`src/hw/rtl/srti_pkg.sv`:
```
// Package for the sorted region table: command and status codes, entry layout,
// controller states and default table depth. No dependencies.
package srti_pkg;

  localparam int unsigned MaxEntriesDefault = 8;
  localparam int unsigned AddrBits = 64;
  localparam int unsigned StatusBits = 2;
  localparam int unsigned SlotBits = 3;
  localparam int unsigned CountBits = 4;

  typedef enum logic {
    CmdClear  = 1'b0,
    CmdInsert = 1'b1
  } cmd_e;

  typedef enum logic [StatusBits-1:0] {
    StatusOk      = 2'd0,
    StatusInvalid = 2'd1,
    StatusFull    = 2'd2
  } status_e;

  typedef enum logic [2:0] {
    StIdle,
    StCmp,
    StWrNew,
    StResp
  } state_e;

  typedef struct packed {
    logic [AddrBits-1:0] base;
    logic [AddrBits-1:0] length;
  } entry_t;

endpackage

```
`src/hw/rtl/sorted_region_table_insert.sv`:
```
// Top level of the sorted region table. Depends on srti_pkg and srti_ram.
//
// Keeps up to MaxEntries address regions (64-bit base and size) sorted by base in
// one RAM and answers each command with a status, the slot used and the entry count.
// A clear or a rejected region (zero size, wrap past the top of the address space,
// or full table) goes from idle straight to the response state. An insert goes
// through the compare, write and response states (an empty table skips the
// compare state): the controller walks down from the top of the table, one RAM
// read-compare-write per cycle through the single read and single write port,
// moving each larger entry up one slot, then writes the new region and checks it
// against its two neighbors (the last entry read and the last entry moved). Output
// valid rises as the response state returns to idle, and the next input can be
// taken from that same cycle on. The output sits in a register, so a new input is
// taken while a result still waits for its transfer; the result of that new input
// then holds until the waiting one is transferred.
module sorted_region_table_insert
  import srti_pkg::*;
#(
  parameter int unsigned MaxEntries = MaxEntriesDefault
) (
  input  logic                  clk_i,
  input  logic                  rst_ni,
  input  logic                  in_valid_i,
  output logic                  in_ready_o,
  input  logic                  command_i,
  input  logic [AddrBits-1:0]   region_base_i,
  input  logic [AddrBits-1:0]   region_size_i,
  output logic                  out_valid_o,
  input  logic                  out_ready_i,
  output logic [StatusBits-1:0] status_o,
  output logic [SlotBits-1:0]   slot_o,
  output logic [CountBits-1:0]  entry_count_o
);

  localparam int unsigned Aw = (MaxEntries > 1) ? $clog2(MaxEntries) : 1;
  localparam int unsigned Cw = $clog2(MaxEntries + 1);
  localparam int unsigned Ew = $bits(entry_t);

  state_e state_q, state_d;
  logic [Cw-1:0] count_q, count_d;
  logic [Cw-1:0] pos_q, pos_d;
  logic has_prev_q, has_prev_d;
  logic has_next_q, has_next_d;
  logic out_valid_q, out_valid_d;

  logic [AddrBits-1:0] base_q, base_d;
  logic [AddrBits-1:0] size_q, size_d;
  entry_t prev_q, prev_d;
  entry_t next_q, next_d;
  status_e res_status_q, res_status_d;
  logic [Cw-1:0] res_slot_q, res_slot_d;
  logic [StatusBits-1:0] status_q, status_d;
  logic [SlotBits-1:0] slot_q, slot_d;
  logic [CountBits-1:0] ecount_q, ecount_d;

  logic ram_we, ram_re;
  logic [Aw-1:0] ram_waddr, ram_raddr;
  entry_t ram_wdata, ram_rdata;
  logic [Ew-1:0] ram_rdata_raw;

  logic [AddrBits:0] end_sum;
  logic region_bad;
  logic ovl_prev, ovl_next;
  logic in_xfer, out_xfer;

  srti_ram #(
    .Width(Ew),
    .Depth(MaxEntries)
  ) u_ram (
    .clk_i  (clk_i),
    .we_i   (ram_we),
    .waddr_i(ram_waddr),
    .wdata_i(ram_wdata),
    .re_i   (ram_re),
    .raddr_i(ram_raddr),
    .rdata_o(ram_rdata_raw)
  );

  assign ram_rdata = entry_t'(ram_rdata_raw);

  assign in_ready_o = (state_q == StIdle);
  assign in_xfer = in_valid_i && in_ready_o;
  assign out_xfer = out_valid_q && out_ready_i;

  assign end_sum = {1'b0, region_base_i} + {1'b0, region_size_i};
  assign region_bad = (region_size_i == '0) || end_sum[AddrBits];

  assign ovl_prev = has_prev_q && (prev_q.length > (base_q - prev_q.base));
  assign ovl_next = has_next_q && (size_q > (next_q.base - base_q));

  always_comb begin
    state_d = state_q;
    count_d = count_q;
    pos_d = pos_q;
    has_prev_d = has_prev_q;
    has_next_d = has_next_q;
    out_valid_d = out_valid_q;
    base_d = base_q;
    size_d = size_q;
    prev_d = prev_q;
    next_d = next_q;
    res_status_d = res_status_q;
    res_slot_d = res_slot_q;
    status_d = status_q;
    slot_d = slot_q;
    ecount_d = ecount_q;
    ram_we = 1'b0;
    ram_waddr = Aw'(pos_q);
    ram_wdata = '{base: base_q, length: size_q};
    ram_re = 1'b0;
    ram_raddr = Aw'(count_q - Cw'(1));

    if (out_xfer) begin
      out_valid_d = 1'b0;
    end

    unique case (state_q)
      StIdle: begin
        if (in_xfer) begin
          base_d = region_base_i;
          size_d = region_size_i;
          res_slot_d = '0;
          has_prev_d = 1'b0;
          has_next_d = 1'b0;
          pos_d = count_q;
          if (command_i == CmdClear) begin
            count_d = '0;
            res_status_d = StatusOk;
            state_d = StResp;
          end else if (region_bad) begin
            res_status_d = StatusInvalid;
            state_d = StResp;
          end else if (count_q >= Cw'(MaxEntries)) begin
            res_status_d = StatusFull;
            state_d = StResp;
          end else if (count_q == '0) begin
            state_d = StWrNew;
          end else begin
            ram_re = 1'b1;
            state_d = StCmp;
          end
        end
      end
      StCmp: begin
        if (ram_rdata.base > base_q) begin
          ram_we = 1'b1;
          ram_wdata = ram_rdata;
          next_d = ram_rdata;
          has_next_d = 1'b1;
          pos_d = pos_q - Cw'(1);
          if (pos_q == Cw'(1)) begin
            state_d = StWrNew;
          end else begin
            ram_re = 1'b1;
            ram_raddr = Aw'(pos_q - Cw'(2));
          end
        end else begin
          prev_d = ram_rdata;
          has_prev_d = 1'b1;
          state_d = StWrNew;
        end
      end
      StWrNew: begin
        ram_we = 1'b1;
        count_d = count_q + Cw'(1);
        res_slot_d = pos_q;
        res_status_d = (ovl_prev || ovl_next) ? StatusInvalid : StatusOk;
        state_d = StResp;
      end
      StResp: begin
        if (!out_valid_q || out_ready_i) begin
          out_valid_d = 1'b1;
          status_d = res_status_q;
          slot_d = SlotBits'(res_slot_q);
          ecount_d = CountBits'(count_q);
          state_d = StIdle;
        end
      end
      default: begin
        state_d = StIdle;
      end
    endcase
  end

  always_ff @(posedge clk_i or negedge rst_ni) begin
    if (!rst_ni) begin
      state_q <= StIdle;
      count_q <= '0;
      pos_q <= '0;
      has_prev_q <= 1'b0;
      has_next_q <= 1'b0;
      out_valid_q <= 1'b0;
    end else begin
      state_q <= state_d;
      count_q <= count_d;
      pos_q <= pos_d;
      has_prev_q <= has_prev_d;
      has_next_q <= has_next_d;
      out_valid_q <= out_valid_d;
    end
  end

  always_ff @(posedge clk_i) begin
    base_q <= base_d;
    size_q <= size_d;
    prev_q <= prev_d;
    next_q <= next_d;
    res_status_q <= res_status_d;
    res_slot_q <= res_slot_d;
    status_q <= status_d;
    slot_q <= slot_d;
    ecount_q <= ecount_d;
  end

  assign out_valid_o = out_valid_q;
  assign status_o = status_q;
  assign slot_o = slot_q;
  assign entry_count_o = ecount_q;

  a_count_bound: assert property (@(posedge clk_i) disable iff (!rst_ni)
    count_q <= Cw'(MaxEntries))
    else $error("entry count above table depth");

  a_write_states: assert property (@(posedge clk_i) disable iff (!rst_ni)
    ram_we |-> (state_q == StCmp || state_q == StWrNew))
    else $error("table write outside insert states");

  a_insert_grows: assert property (@(posedge clk_i) disable iff (!rst_ni)
    state_q == StWrNew |=> count_q == $past(count_q) + Cw'(1))
    else $error("insert did not raise the count by one");

  a_slot_in_range: assert property (@(posedge clk_i) disable iff (!rst_ni)
    state_q == StWrNew |-> pos_q < Cw'(MaxEntries) && pos_q <= count_q)
    else $error("new region slot out of range");

  a_full_status: assert property (@(posedge clk_i) disable iff (!rst_ni)
    (state_q == StResp && res_status_q == StatusFull) |-> count_q == Cw'(MaxEntries))
    else $error("full status with room in the table");

endmodule

```
`src/hw/rtl/srti_ram.sv`:
```
// Generic simple dual-port RAM: one write port, one read port, registered read.
// No dependencies.
module srti_ram #(
  parameter int unsigned Width = 128,
  parameter int unsigned Depth = 8,
  localparam int unsigned Aw = (Depth > 1) ? $clog2(Depth) : 1
) (
  input  logic             clk_i,
  input  logic             we_i,
  input  logic [Aw-1:0]    waddr_i,
  input  logic [Width-1:0] wdata_i,
  input  logic             re_i,
  input  logic [Aw-1:0]    raddr_i,
  output logic [Width-1:0] rdata_o
);

  logic [Width-1:0] mem_q [Depth];
  logic [Width-1:0] rdata_q;

  always_ff @(posedge clk_i) begin
    if (we_i) begin
      mem_q[waddr_i] <= wdata_i;
    end
    if (re_i) begin
      rdata_q <= mem_q[raddr_i];
    end
  end

  assign rdata_o = rdata_q;

endmodule

```
`config.mk`:
```
export PLATFORM = sky130hd
export DESIGN_NAME = sorted_region_table_insert
export DESIGN_NICKNAME = d
export VERILOG_FILES = /design/src/hw/rtl/srti_pkg.sv /design/src/hw/rtl/sorted_region_table_insert.sv /design/src/hw/rtl/srti_ram.sv
export SDC_FILE = /design/constraint.sdc
export NUM_CORES = 2
export LEC_CHECK = 0
export BUFFER_PORTS_ARGS = -buffer_cell sky130_fd_sc_hd__buf_2
export CAP_MARGIN = 30
export CORE_MARGIN = 2
export CORE_UTILIZATION = 60
export DETAILED_ROUTE_END_ITERATION = 6
export GPL_ROUTABILITY_DRIVEN = 0
export GPL_TIMING_DRIVEN = 0
export PLACE_DENSITY_LB_ADDON = 0.08
export SETUP_SLACK_MARGIN = 0.05
export SYNTH_ARGS = -nofsm -noshare
export SYNTH_HDL_FRONTEND = slang
export SYNTH_SLANG_ARGS = --single-unit
```
`constraint.sdc`:
```
create_clock -name clk_i -period 14.3 [get_ports clk_i]
set_clock_uncertainty 0.2 [all_clocks]
set_input_delay 1.43 -clock clk_i [delete_from_list [all_inputs] [get_ports clk_i]]
set_output_delay 1.43 -clock clk_i [all_outputs]
set_load 0.02 [all_outputs]
```
; Word level (Yosys, flattened, before mapping)
; Memory sizes are Yosys's and may differ from the RTL's. A register that Yosys moved wholly into a read port is not among the register bits.
; Cells that the tools add are included.
[word_totals]
ff_bits = 348
memories = 1
latchBits = 0
mem_bits_ro = 0
mem_bits_rw = 1024
[classes]
magnitude_cmp = 4
n_addsub = 7
bitwise = 1
n_eq_ne = 11
shift = 0
div = 0
reduce_logical = 23
multipliers = 0
n_mux = 48
[memory_table]
columns = name, words, width, rd, rd_clocked_by_memory_dff, wr, line_no
row1 = u_ram.mem_q, 8, 128, 1, 1, 1, srti_ram.sv:17  ; logic [Width-1:0] mem_q [Depth];
[ops]
columns = operator, n
row1 = 2-to-1 mux 128 bit, 2
row2 = greater-than comparator 64 bit, 3
row3 = subtractor 64 bit, 2
row4 = adder 64 x 64 -> 65 bit, 1
row5 = zero test 64 bit, 1
row6 = 2-to-1 mux 3 bit, 8
row7 = 2-to-1 mux 1 bit, 17
row8 = 2-to-1 mux 2 bit, 8
row9 = 2-to-1 mux 4 bit, 4
row10 = case mux 4 bit (2 select lines), 2
row11 = AND reduction 3 bit, 5
row12 = case mux 3 bit (4 select lines), 1
row13 = AND reduction 2 bit, 5
row14 = inequality test 2 bit (second input constant), 4
row15 = case mux 1 bit (2 select lines), 4
row16 = equality test 3 x 2 -> 1 bit (second input constant), 2
row17 = case mux 3 bit (2 select lines), 1
row18 = adder 4 x 1 -> 4 bit (second input constant), 1
row19 = equality test 4 x 1 -> 1 bit (second input constant), 1
row20 = >= comparator 4 bit (second input constant), 1
row21 = logical AND 1 bit, 4
row22 = zero test 4 bit, 1
row23 = inequality test 4 x 2 -> 1 bit (second input constant), 1
row24 = case mux 2 bit (2 select lines), 1
row25 = 11 further kinds, 14

; Depth between registers and ports, before layout
[depth]
ltp_word = 7
depth_mapped = 29
mapped_depth_nobuf = 29

; Hierarchy
; A second synthesis with hierarchy kept.
[hier_totals]
cells_unflattened = 4147
hier_area_um2 = 68634.6
[by_module_without_submodules]
columns = module, seq_area_each_um2, area_each_um2, instances, cells_each
row1 = srti_ram, 34593.2, 42836.1, 1, 1620
row2 = sorted_region_table_insert, 10354.9, 25798.5, 1, 2527

; Worst setup path after synthesis
; Ideal clock, no wire load.
[synth_path]
path_kind = register to register
start = register base_q[63]
end = memory u_ram.mem_q[0][0] (enable)
stages_incl_launch_ff = 13
n_path_buf = 0
arrival_time_ns = 11.051
t_required_ns = 13.328
slack_ns = 2.277
cell_sequence = edfxtp_1 inv_1 ha_1 nand3_1 nor2_1 nand2_1 or4_1 or3_1 nand3_2 o211ai_4 inv_1 o21ai_0 nor3_1
[synth_via]
elab_chain_cells = 5
[synth_lines]
columns = item, line_no
row1 = start: declaration, sorted_region_table_insert.sv:46  ; logic [AddrBits-1:0] base_q, base_d;
row2 = start signal: assignment, sorted_region_table_insert.sv:204  ; base_q <= base_d;
row3 = greater-than comparator 64 bit, sorted_region_table_insert.sv:145  ; if (ram_rdata.base > base_q) begin
row4 = 2-to-1 mux 1 bit, sorted_region_table_insert.sv:145
row5 = case mux 1 bit (2 select lines), sorted_region_table_insert.sv:117  ; unique case (state_q)
row6 = 2-to-1 mux 1 bit, srti_ram.sv:21  ; if (we_i) begin
row7 = 2-to-1 mux 1 bit (implied by the code), srti_ram.sv:22  ; mem_q[waddr_i] <= wdata_i;
row8 = end: declaration, srti_ram.sv:17
; Every way passes these cells.

; Worst setup path after layout
[layout_path]
start = register base_q[0]
end = register res_status_q[0] (data pin)
[layout_via]
elab_chain_cells = 6
elab_cells_between_ends = 9
classes_between = 2 x add/sub / 2 x order compare / 2 x mux / 3 x reduce/logical
[layout_lines]
columns = item, line_no
row1 = subtractor 64 bit (on tied branches), "sorted_region_table_insert.sv:88, sorted_region_table_insert.sv:89"
row2 = greater-than comparator 64 bit (on tied branches), "sorted_region_table_insert.sv:88, sorted_region_table_insert.sv:89"
row3 = logical AND 1 bit (on tied branches), "sorted_region_table_insert.sv:88, sorted_region_table_insert.sv:89"
row4 = logical OR 1 bit (*), sorted_region_table_insert.sv:167  ; res_status_d = (ovl_prev || ovl_next) ? StatusInvalid : StatusOk;
row5 = 2-to-1 mux 1 bit (*), sorted_region_table_insert.sv:167
row6 = case mux 2 bit (2 select lines) (*), sorted_region_table_insert.sv:117
row7 = net res_status_d[0], sorted_region_table_insert.sv:50  ; status_e res_status_q, res_status_d;
row8 = end signal: assignment, sorted_region_table_insert.sv:208  ; res_status_q <= res_status_d;
row9 = end: declaration, sorted_region_table_insert.sv:50
; The timed path passes the listed nets; every way through them passes the cells marked *.
; A chain may end at the register's enable or synchronous reset.

==> summary.md <==
| Metric | Value |
|---|---|
| Status | `finished clean` |
| Crit path time final | `8.16 ns` |
| Worst path max stage delay | `0.89 ns` |
| Post-route insts no fill | `7,052` |
| Post-CTS setup buffer count | `0` |
| CP max FO | `4` |
| Initial DRC count | `6,481` |
| Drt total wl | `213,000 um` |
| PortBufs | `143` |
| Seq pwr share | `0.378` |
| FMAX | `123 MHz` |
| Post-CTS sizing | `0` |
| Nets | `5,943` |
| Slew @ Worst Pin | `1.11 ns` |
| Startpoint of the worst register-to-register path | `base_q[0]$_DFFE_PP_` |
| Worst-path clk slew | `0.06 ns` |
| Total Power Consumption | `17.1 mW` |
| Post-layout util | `0.686` |
| Critical path required time | `14.61 ns` |
| Detailed-placement wirelength estimate | `152,000 um` |
| Post-synthesis cell count | `4,991` |
| Switch Pwr | `6.64 mW` |
| R2r endpoint | `res_status_q[0]$_DFFE_PP_` |
| Number of hold buffers added after CTS | `0` |
| DR vias/cell | `6.74` |
| TritonRoute pass-1 iters | `6` |
| EDFF count, synth | `1,486` |
| Final setup viols | `0` |
| Clock sinks | `1,499` |
| Worst hold stages | `0` |
| Top_reg_cell synth | `edfxtp_1` |
| Yosys Warn Count | `0` |
| Leak pwr | `28.7 nW` |
| Synthesized Nets | `5,520` |
| Full die area | `0.118 mm^2` |
| Data arrival time of the critical path | `8.47 ns` |
| Setup CP Type | `flop to flop` |
| Core Box Area | `0.114 mm^2` |
| Hold WC Path Type | `flop to flop` |
| Fill cells | `7,846` |
| Number of CTS-inserted buffers | `154` |
| Startpoint Class | `flop` |
| Wire length per cell | `30.2 um` |
| Peak supply drop | `0.137 mV` |
| Placed insts | `6,762` |
| Final ANT Viol Nets | `0` |
| RSZ-0062 raised after global routing | `false` |
| Initial core utilization | `0.605` |
| Seq cells post-synth | `1,499` |
| H-tree level count | `4` |
| Ys async rst share | `0.00867` |
| Sw Ratio | `0.387` |
| CTS tree | `done` |
| Worst Setup EP | `res_status_q[0]$_DFFE_PP_` |
| Internal Power | `10.5 mW` |
| Slew HR | `0.252` |
| R2R Setup Slk | `6.14 ns` |
| Fin. Hold Viols | `0` |
| Cell mode on critical path | `a21oi_1` |
| Clock power frac | `0.226` |
| Vias in the first global route | `44,912` |
| Total number of vias | `47,544` |
| Global Route Usage Sum | `0.360` |
| Commonest non-fill, non-tap cells in the layout | `edfxtp_1 (1,486), and3_1 (525), a211oi_1 (525), ha_1 (394), clkbuf_1 (237)` |
| Crit end category | `flop` |
| Max_cap viols | `0` |
| DRC viols | `0` |
| Crit path launch | `base_q[0]$_DFFE_PP_` |
| Synthesized area | `0.0691 mm^2` |
| FP Rows | `124` |
| Period utilization | `0.570` |
| Die height | `343 um` |
| Mean area per synthesized cell | `13.8 um^2` |
| Sequential fraction of the synthesis area | `0.651` |
| Largest net degree at the start of global routing | `73` |
| Clock root buffer | `clkbuf_16` |
| Antenna violations before repair | `22` |
| Share of cells above drive strength 1 | `0.122` |
| Post-synth cell types | `72` |
| Commonest non-fill, non-tap cell in the layout | `edfxtp_1` |
| Max Slew Vio Count | `0` |
| GRT Residual Overflow | `0` |
| Slowest cell on the critical path | `nor3_1` |
| Clk_lat worst skew | `0.77 ns` |
| Die X | `343 um` |
| First-pass GRT wire length | `304,000 um` |
| Boundary Pins | `144` |
| Gate power share | `0.395` |
| Area Overhead vs Synth | `13.4%` |
| R2R depth | `23` |
| Worst-path cell chain | `inv_1 -> ha_1 -> inv_1 -> fa_1 -> a21oi_1 -> o211a_1 -> o21ai_0 -> or3_1 -> a21oi_1 -> o211ai_1 -> a31oi_1 -> o21bai_1 -> a21o_1 -> a21oi_1 -> xor2_1 -> ha_1 -> nand3_1 -> nor3_1 -> nand4_1 -> nand3b_1 -> nand3_1 -> a31oi_1 -> a311o_1` |
| Pwr dens | `219 mW/mm^2` |
| Clock buffer depth | `3` |
==> cells in the mapped netlist, types with 13 or more instances <==
library cell | n | area share
a211oi_1 | 525 | 0.057
a21o_1 | 158 | 0.017
a21oi_1 | 205 | 0.015
a31oi_1 | 19 | 0.0017
and3_1 | 525 | 0.048
buf_2 | 68 | 0.0049
clkbuf_1 | 197 | 0.011
dfrtp_1 | 13 | 0.0047
edfxtp_1 | 1486 | 0.65
ha_1 | 394 | 0.071
inv_1 | 186 | 0.010
mux2_2 | 65 | 0.011
nand2_1 | 154 | 0.0084
nand2b_1 | 38 | 0.0034
nand3_1 | 45 | 0.0033
nand4_1 | 76 | 0.0069
nor2_1 | 89 | 0.0048
nor2b_1 | 46 | 0.0042
nor3_1 | 35 | 0.0025
nor4_1 | 132 | 0.012
nor4_2 | 18 | 0.0033
o211ai_1 | 20 | 0.0022
o21a_1 | 24 | 0.0026
o21ai_0 | 173 | 0.013
o21bai_1 | 24 | 0.0026
or3_1 | 13 | 0.0012
xnor2_1 | 63 | 0.0080
xor2_1 | 58 | 0.0074
==> cell families after synthesis <==
family,share of synthesized area
DFF,0.651
AOI/OAI and AO/OA,0.120
and+or+nand+nor,0.102
buffers and inverters,0.0283
adders and majority gates,0.0720
xor gates and xnor gates,0.0153
muxes,0.0113
==> cell type report <==
type                            instances  area [um^2]  area share
Clock inverter                         77          713     0.00911
Sequential cell                      1499        44900       0.574
Timing Repair Buffer                  267         2460      0.0314
Clock buffer                          199         4080      0.0520
Multi-Input combinational cell       3020        22300       0.284
Inverter                              186          703     0.00898
Tap cell                             1512         1890      0.0242
Antenna cell                            6         15.0    0.000192
Buffer                                286         1260      0.0161
==> routing by layer <==
metal  track usage  up-vias  routed length (um)
met4         0.171       22               11200
met1         0.502    23254               81200
met3        0.0887      542               26700
met5             0        -                 142
li1              -    20610                   -
met2         0.535     3116               93700
==> metrics by stage <==
stage / worst slack (ns) / TNS (ns) / area [um^2] / hold slack (ns)
detailed placement: 6.39 / 0 / 73500 / 0.208
global route: 5.83 / 0 / 78300 / 0.227
CTS: 6.35 / 0 / 78200 / 0.222
floorplan: 2.28 / 0 / 69100 / 0.200
finish: 6.14 / 0 / 78300 / 0.226
global placement: -8.56 / -5422.37 / 71700 / 0.204
==> power by group through the flow <==
stage	Clock, mW	Sequential (mW)	Combinational, mW
detailed placement	0	6.55	6.56
floorplan	0	6.53	4.03
global placement	0	6.86	6.21
global route	4.06	6.52	7.25
CTS	3.89	6.47	6.61
finish	3.88	6.49	6.78
==> flip-flops by register name (all words and copies together), names as in the netlist <==
signal,flops
res_slot_q,3
status_o,2
slot_o,3
count_q,4
u_ram.rdata_o,128
res_status_q,2
out_valid_o,1
pos_q,4
prev_q,128
has_next_q,1
has_prev_q,1
u_ram.mem_q,1024
next_q,64
entry_count_o,4
base_q,64
size_q,64
state_q,2
==> worst min path at each step <==
stage          slack (ns)                   startpoint               endpoint
4_1_cts              0.22    res_status_q[0]$_DFFE_PP_  status_o[0]$_DFFE_PP_
3_5_place_dp         0.21    res_status_q[0]$_DFFE_PP_  status_o[0]$_DFFE_PP_
2_1_floorplan        0.20  res_slot_q[0]$_SDFFCE_PN0P_    slot_o[0]$_DFFE_PP_
3_3_place_gp         0.20  res_slot_q[0]$_SDFFCE_PN0P_    slot_o[0]$_DFFE_PP_
5_1_grt              0.23  res_slot_q[1]$_SDFFCE_PN0P_    slot_o[1]$_DFFE_PP_
6_report             0.23    res_status_q[0]$_DFFE_PP_  status_o[0]$_DFFE_PP_
==> critical path, delay by kind of cell, from the launching register on <==
kind | cells | cell delay [ns]
simple gates | 6 | 2.36
flops | 1 | 0.53
buf+inv | 2 | 0.16
compound gates | 11 | 3.65
xor+xnor | 1 | 0.12
fa+ha+maj | 3 | 0.87
No activity file was read; power rests on OpenSTA's default activity.
